[config.mk]
export PLATFORM = sky130hd
export DESIGN_NAME = brc_out_buf
export DESIGN_NICKNAME = d
export VERILOG_FILES = /design/src/sv/brc_pkg.sv /design/src/sv/brc_out_buf.sv
export SDC_FILE = /design/constraint.sdc
export NUM_CORES = 1
export LEC_CHECK = 0
export BUFFER_PORTS_ARGS = -buffer_cell sky130_fd_sc_hd__buf_2
export CAP_MARGIN = 20
export CORE_ASPECT_RATIO = 2
export CORE_MARGIN = 2
export CORE_UTILIZATION = 41
export CTS_CLUSTER_SIZE = 16
export DETAILED_ROUTE_END_ITERATION = 8
export PLACE_DENSITY = 0.66
export SYNTH_ARGS = -nofsm -noshare
export SYNTH_HDL_FRONTEND = slang
export SYNTH_SLANG_ARGS = --single-unit
[constraint.sdc]
create_clock -name clk -period 2.1 [get_ports clk]
set_input_delay 0.42 -clock clk [delete_from_list [all_inputs] [get_ports clk]]
set_output_delay 0.42 -clock clk [all_outputs]
set_load 0.01 [all_outputs]
[src/sv/brc_pkg.sv]
// Shared types, constants and decode functions of the bracket replacement counter.
package brc_pkg;

  localparam int unsigned STACK_ENTRIES = 4096;
  localparam int unsigned DEPTH_W       = $clog2(STACK_ENTRIES + 1);
  localparam int unsigned COUNT_W       = 16;

  localparam logic [7:0] CH_OPEN_BRACE    = 8'h7B;  // {
  localparam logic [7:0] CH_OPEN_PAREN    = 8'h28;  // (
  localparam logic [7:0] CH_OPEN_SQUARE   = 8'h5B;  // [
  localparam logic [7:0] CH_OPEN_ANGLE    = 8'h3C;  // <
  localparam logic [7:0] CH_CLOSE_BRACE   = 8'h7D;  // }
  localparam logic [7:0] CH_CLOSE_PAREN   = 8'h29;  // )
  localparam logic [7:0] CH_CLOSE_SQUARE  = 8'h5D;  // ]
  localparam logic [7:0] CH_CLOSE_ANGLE   = 8'h3E;  // >

  typedef logic [1:0] kind_t;

  localparam kind_t KIND_BRACE  = 2'd0;
  localparam kind_t KIND_PAREN  = 2'd1;
  localparam kind_t KIND_SQUARE = 2'd2;
  localparam kind_t KIND_ANGLE  = 2'd3;

  typedef enum logic [1:0] {
    ST_OK        = 2'd0,
    ST_UNMATCHED = 2'd1,
    ST_UNCLOSED  = 2'd2,
    ST_OVERFLOW  = 2'd3
  } status_t;

  typedef struct packed {
    logic [7:0] bracket_char;
    logic       last_char;
  } in_t;

  typedef struct packed {
    logic [COUNT_W-1:0] replacements;
    logic [1:0]         status;
  } out_t;

  // Per-cycle shift command for the row of stack cells.
  typedef struct packed {
    logic push;
    logic pop;
  } brc_cell_ctl_t;

  typedef struct packed {
    logic  hit;
    kind_t kind;
  } kind_dec_t;

  function automatic kind_dec_t open_decode(input logic [7:0] c);
    kind_dec_t d;
    d.hit  = 1'b1;
    d.kind = KIND_BRACE;
    case (c)
      CH_OPEN_BRACE:  d.kind = KIND_BRACE;
      CH_OPEN_PAREN:  d.kind = KIND_PAREN;
      CH_OPEN_SQUARE: d.kind = KIND_SQUARE;
      CH_OPEN_ANGLE:  d.kind = KIND_ANGLE;
      default:        d.hit  = 1'b0;
    endcase
    return d;
  endfunction

  function automatic kind_dec_t close_decode(input logic [7:0] c);
    kind_dec_t d;
    d.hit  = 1'b1;
    d.kind = KIND_BRACE;
    case (c)
      CH_CLOSE_BRACE:  d.kind = KIND_BRACE;
      CH_CLOSE_PAREN:  d.kind = KIND_PAREN;
      CH_CLOSE_SQUARE: d.kind = KIND_SQUARE;
      CH_CLOSE_ANGLE:  d.kind = KIND_ANGLE;
      default:         d.hit  = 1'b0;
    endcase
    return d;
  endfunction

endpackage

[src/sv/brc_out_buf.sv]
// Output register with a skid slot for the result channel.
module brc_out_buf (
  input  logic          clk,
  input  logic          rst_n,
  input  logic          res_valid,
  input  brc_pkg::out_t res_data,
  output logic          space_ok,
  output logic          out_valid,
  input  logic          out_ready,
  output brc_pkg::out_t out_data
);
  import brc_pkg::*;

  logic out_valid_r, out_valid_nxt;
  logic skid_valid_r, skid_valid_nxt;
  out_t out_data_r, out_data_nxt;
  out_t skid_data_r, skid_data_nxt;
  logic head_free;

  // The head register can take new data when it is empty or being drained this cycle.
  assign head_free = !out_valid_r || out_ready;

  always_comb begin
    out_valid_nxt  = out_valid_r;
    skid_valid_nxt = skid_valid_r;
    out_data_nxt   = out_data_r;
    skid_data_nxt  = skid_data_r;
    if (head_free) begin
      if (skid_valid_r) begin
        out_valid_nxt  = 1'b1;
        out_data_nxt   = skid_data_r;
        skid_valid_nxt = res_valid;
        skid_data_nxt  = res_data;
      end else begin
        out_valid_nxt = res_valid;
        out_data_nxt  = res_data;
      end
    end else if (res_valid) begin
      skid_valid_nxt = 1'b1;
      skid_data_nxt  = res_data;
    end
  end

  always_ff @(posedge clk) begin
    if (!rst_n) begin
      out_valid_r  <= 1'b0;
      skid_valid_r <= 1'b0;
    end else begin
      out_valid_r  <= out_valid_nxt;
      skid_valid_r <= skid_valid_nxt;
    end
    out_data_r  <= out_data_nxt;
    skid_data_r <= skid_data_nxt;
  end

  assign space_ok  = !skid_valid_r;
  assign out_valid = out_valid_r;
  assign out_data  = out_data_r;

  // The skid slot only fills behind a waiting head result.
  a_skid_behind_head: assert property (@(posedge clk) disable iff (!rst_n)
    skid_valid_r |-> out_valid_r)
    else $error("skid slot holds a result while the head register is empty");

  // A full skid slot never sees a new result arrive.
  a_no_skid_overrun: assert property (@(posedge clk) disable iff (!rst_n)
    skid_valid_r && !out_ready |-> !res_valid)
    else $error("result arrived while both output slots were full");

endmodule

# After elaboration in Yosys (flattened, before gate mapping)
# Cells that the tools add are included.
# W data, S select, Z words.
[classes] n_eq_ne=1 reduce_logical=5 n_mux=8
[op_table] cell="$mux W18" count=4
[op_table] cell="$mux W1" count=4
[op_table] cell="$logic_not A1 Y1" count=2
[op_table] cell="$ne A2 B2 Y1 const B" count=1
[op_table] cell="$reduce_and A2 Y1" count=1
[op_table] cell="$reduce_bool A2 Y1" count=1
[op_table] cell="$logic_or A1 B1 Y1" count=1
[totals] elab_cells=20 in_bits=22 ff_bits=38

# Longest topological paths before layout
[logic_depth] ltp_word=4 ltp_mapped=3 depth_no_buf=3

# Worst setup path after synthesis
# OpenSTA, ideal clock, no wires.
[synth_path] path_kind="flip-flop to flip-flop" start="register skid_valid_r" end="register skid_data_r[0] in the netlist's numbering, enable pin" t_required_ns=1.705 stages_incl_launch_ff=4 t_arrival_ns=1.487 slack_ns=0.217 synth_period_minus_slack_ns=1.883 path_buffers=1 setup_ns=0.395 cell_sequence="dfxtp_1 -> buf_6 -> inv_1 -> o21ai_1"
[synth_via] elab_chain_cells=2
[synth_lines] element="from (decl)" line_no="brc_out_buf.sv:15" text="logic skid_valid_r, skid_valid_nxt;"
[synth_lines] element="from (signal assigned)" line_no="brc_out_buf.sv:50" text="skid_valid_r <= skid_valid_nxt;"
[synth_lines] element="$ne A2 B2 Y1 (no source line)"
[synth_lines] element="$reduce_and A2 Y1 (no source line)"
[synth_lines] element="to (signal assigned)" line_no="brc_out_buf.sv:53" text="skid_data_r <= skid_data_nxt;"
[synth_lines] element="to (decl)" line_no="brc_out_buf.sv:17" text="out_t skid_data_r, skid_data_nxt;"
# No other way between the ends.
# A chain may end at the register's enable or synchronous reset.

# Worst setup path in the final report
[layout_path] start="register skid_valid_r" end="output port space_ok"
[layout_via] elab_chain_cells=1
[layout_lines] element="$logic_not A1 Y1" line_no="brc_out_buf.sv:56" text="assign space_ok = !skid_valid_r;"
[layout_lines] element="to (decl)" line_no="brc_out_buf.sv:7" text="output logic space_ok,"
# No other way between the ends.

==> impl_metrics.yaml <==
outcome:
  status: "completed"
synth:
  synth_xor_area_share_pct: 0
  yosys_warnings: 0
  syn_area_sq_mm: 0.00140
  synth-simple-area-share_pct: 1.08
  ys_top_cells_by_area: "edfxtp_1, mux2_2, dfxtp_1, buf_6, o21ai_1"
  synth_fa_ha_area_share_pct: 0
  synth.distinct_cells: 10
  synth_cells: 67
  synth_top_cell_area_share_pct: 77.5
  synthMuxAreaShare_pct: 14.5
  yosysTopAreaCell: "edfxtp_1"
  ys_ff_latch: 38
  avgSynthCellArea_sq_um: 20.8
  synthesis.nets: 89
  seq_area_frac_synth_pct: 80.4
  synth_top_family_by_area: "multiplexers"
  synth_compound_area_share_pct: 1.88
placed_design:
  io_buffer_count: 41
  place.gp.congestion: 0.655
  hpwl_mm: 1.56
  place_area_sq_mm: 0.00166
global_route:
  globalRouteOverflowTotal: 0
  grt_pass1_wl_mm: 3.46
  grt_pass1_vias: 754
  track_usage_pct: 12.9
  grt_max_degree: 19
  antenna_found_initial: 0
min_path:
  hp-start: "res_data[15]"
  hold-path-cell-count: 1
  whs_endpoint: "skid_data_r[15]"
  min_path_type: "in -> reg"
sta:
  slew_headroom_pct: 83.7
  fin_crit_ns: 1.33
  final_max_slew_viol_count: 0
  max_slew.worst_pin.slew_ns: 0.245
  skew_ns: 0.00442
  hold_ws_ns: 0.323
  setup-violations-final: 0
  fin_crit_sh_pct: 63.4
  rsz0062_at_grt: "false"
  max_freq_mhz: 751
  setup_tns_ns: 0
  hold_violations: 0
worst_setup_path:
  critPathArrivalTime_ns: 0.91
  endpoint_kind: "output pin"
  crit_family: "flip-flops"
  cp-start-kind: "flip-flop"
  r2r-end: "out_data[10]"
  r2r-start: "skid_valid_r"
  slowest_delay_ns: 0.40
  critPathRequiredTime_ns: 1.68
  path_cells: "inv_1, buf_2"
  r2r_slack_ns: 0.80
  worstSetupPathType: "reg -> out"
  r2r_cells: 2
  path_max_fanout: 5
  cp_num_buf_inv: 2
  cpMaxStageDelayCell: "dfxtp_1"
drt:
  drc: 0
  viasPerCell: 5.04
  ant_nets: 0
  drt_wl_total_mm: 2.19
  initialDrtViolationCount: 10
  avgRoutedWirePerCell_um: 14.7
  drtPass1Iterations: 2
  via_count: 751
clock_tree:
  path_clk_slew_ns: 0.07
  clk_latency_ns: 0.28
  cts-htree-levels: 2
  postCtsSetupRepairBufs: 0
  cts_tree: "yes"
  hold_buffers: 0
  cts_made_buffers: 5
  clock_path_buffers: 2
  cts_resized: 0
  root_buffer: "clkbuf_8"
  cts.sinks: 38
floorplanning:
  fp.dieW_um: 45.2
  ios: 42
  core_area_sq_mm: 0.00334
  initial_core_util_pct: 41.8
  rows: 30
  die_height_um: 86.5
  die_area_sq_mm: 0.00391
final_layout:
  fin_nets: 138
  syn2layout_area_growth_pct: 26.5
  final_layout_size_suffix_gt1_share_pct: 60.7
  finalInstanceArea_sq_mm: 0.00177
  antenna_cells: 0
power_and_ir_drop:
  p_leak_nw: 0.688
  power.density_mw_per_mm2: 912
  vdd_ir_drop_max_mv: 0.557
  p_total_w: 0.00161
run:
  drv_cap: 0
kinds of logic after synthesis:
family / Yosys count
simple gates: 3
compound gates: 4
buf+inv: 4
mux: 18
flops: 38
state kept, by name (all words and copies together), names as in the netlist:
name	count
skid_valid_r	1
skid_data_r	18
out_data	18
out_valid	1
how the worst max path moves through the flow:
stage | start | to | cells past startpoint
2_1_floorplan | skid_valid_r | skid_data_r[0] | 3
4_1_cts | skid_valid_r | space_ok | 2
6_report | skid_valid_r | space_ok | 2
3_3_place_gp | out_ready | skid_data_r[7] | 5
5_1_grt | skid_valid_r | space_ok | 2
3_5_place_dp | out_ready | skid_data_r[9] | 5
placed cells by master (no fill, tap or decap):
| master | count |
|---|---|
| buf_2 | 41 |
| o21ai_2 | 1 |
| dfxtp_1 | 2 |
| clkbuf_8 | 5 |
| mux2_2 | 18 |
| o21ai_1 | 1 |
| and2b_1 | 1 |
| clkinv_2 | 2 |
| inv_1 | 2 |
| buf_4 | 2 |
| bufinv_16 | 1 |
| a21boi_1 | 1 |
| o31a_1 | 1 |
| edfxtp_1 | 36 |
| buf_12 | 1 |
| nand2_1 | 2 |
layout make-up:
class | instances | area [sq um]
fill | 293 | 1580
tap | 32 | 40.0
clock buffer | 5 | 68.8
sequential | 38 | 1120
multi-input combinational | 25 | 248
clock inverter | 3 | 40.0
timing repair buffer | 44 | 240
inverter | 2 | 7.51
metal layers:
layer  wire [um]  share of wire (%)  track usage [%]  vias up
li1            -                  -                -      360
met2        1230                 56             21.2       26
met3         116                5.3             4.38        6
met4          63                2.9             8.02        0
met5           0                  0                0        -
met1         785                 36             13.6      359
cells in the mapped netlist, drive strengths merged:
cell type / number
inv: 2
dfxtp: 2
buf: 2
o21ai: 2
mux2: 18
and2b: 1
o31a: 1
a21boi: 1
nand2: 2
edfxtp: 36
stage by stage:
stage	util (%)	instances	setup WS, ns
after floorplan	-	67	0.217
after global placement	49.6	141	0.703
after detailed placement	49.6	141	0.661
after CTS	52.8	149	0.748
after global routing	52.8	149	0.702
final	52.8	149	0.768
power by group:
group | internal, W | switching, W
registers | 0.000881 | 0.0000101
logic | 0.0000622 | 0.0000635
clock network | 0.000349 | 0.000243
worst register-to-register path, delay by kind of cell, from the launching register on:
kind                   cells  cell delay (ns)
buffers and inverters      1             0.28
multiplexers               1             0.38
flip-flops                 1             0.40
Power figures use the tool's default switching activity.
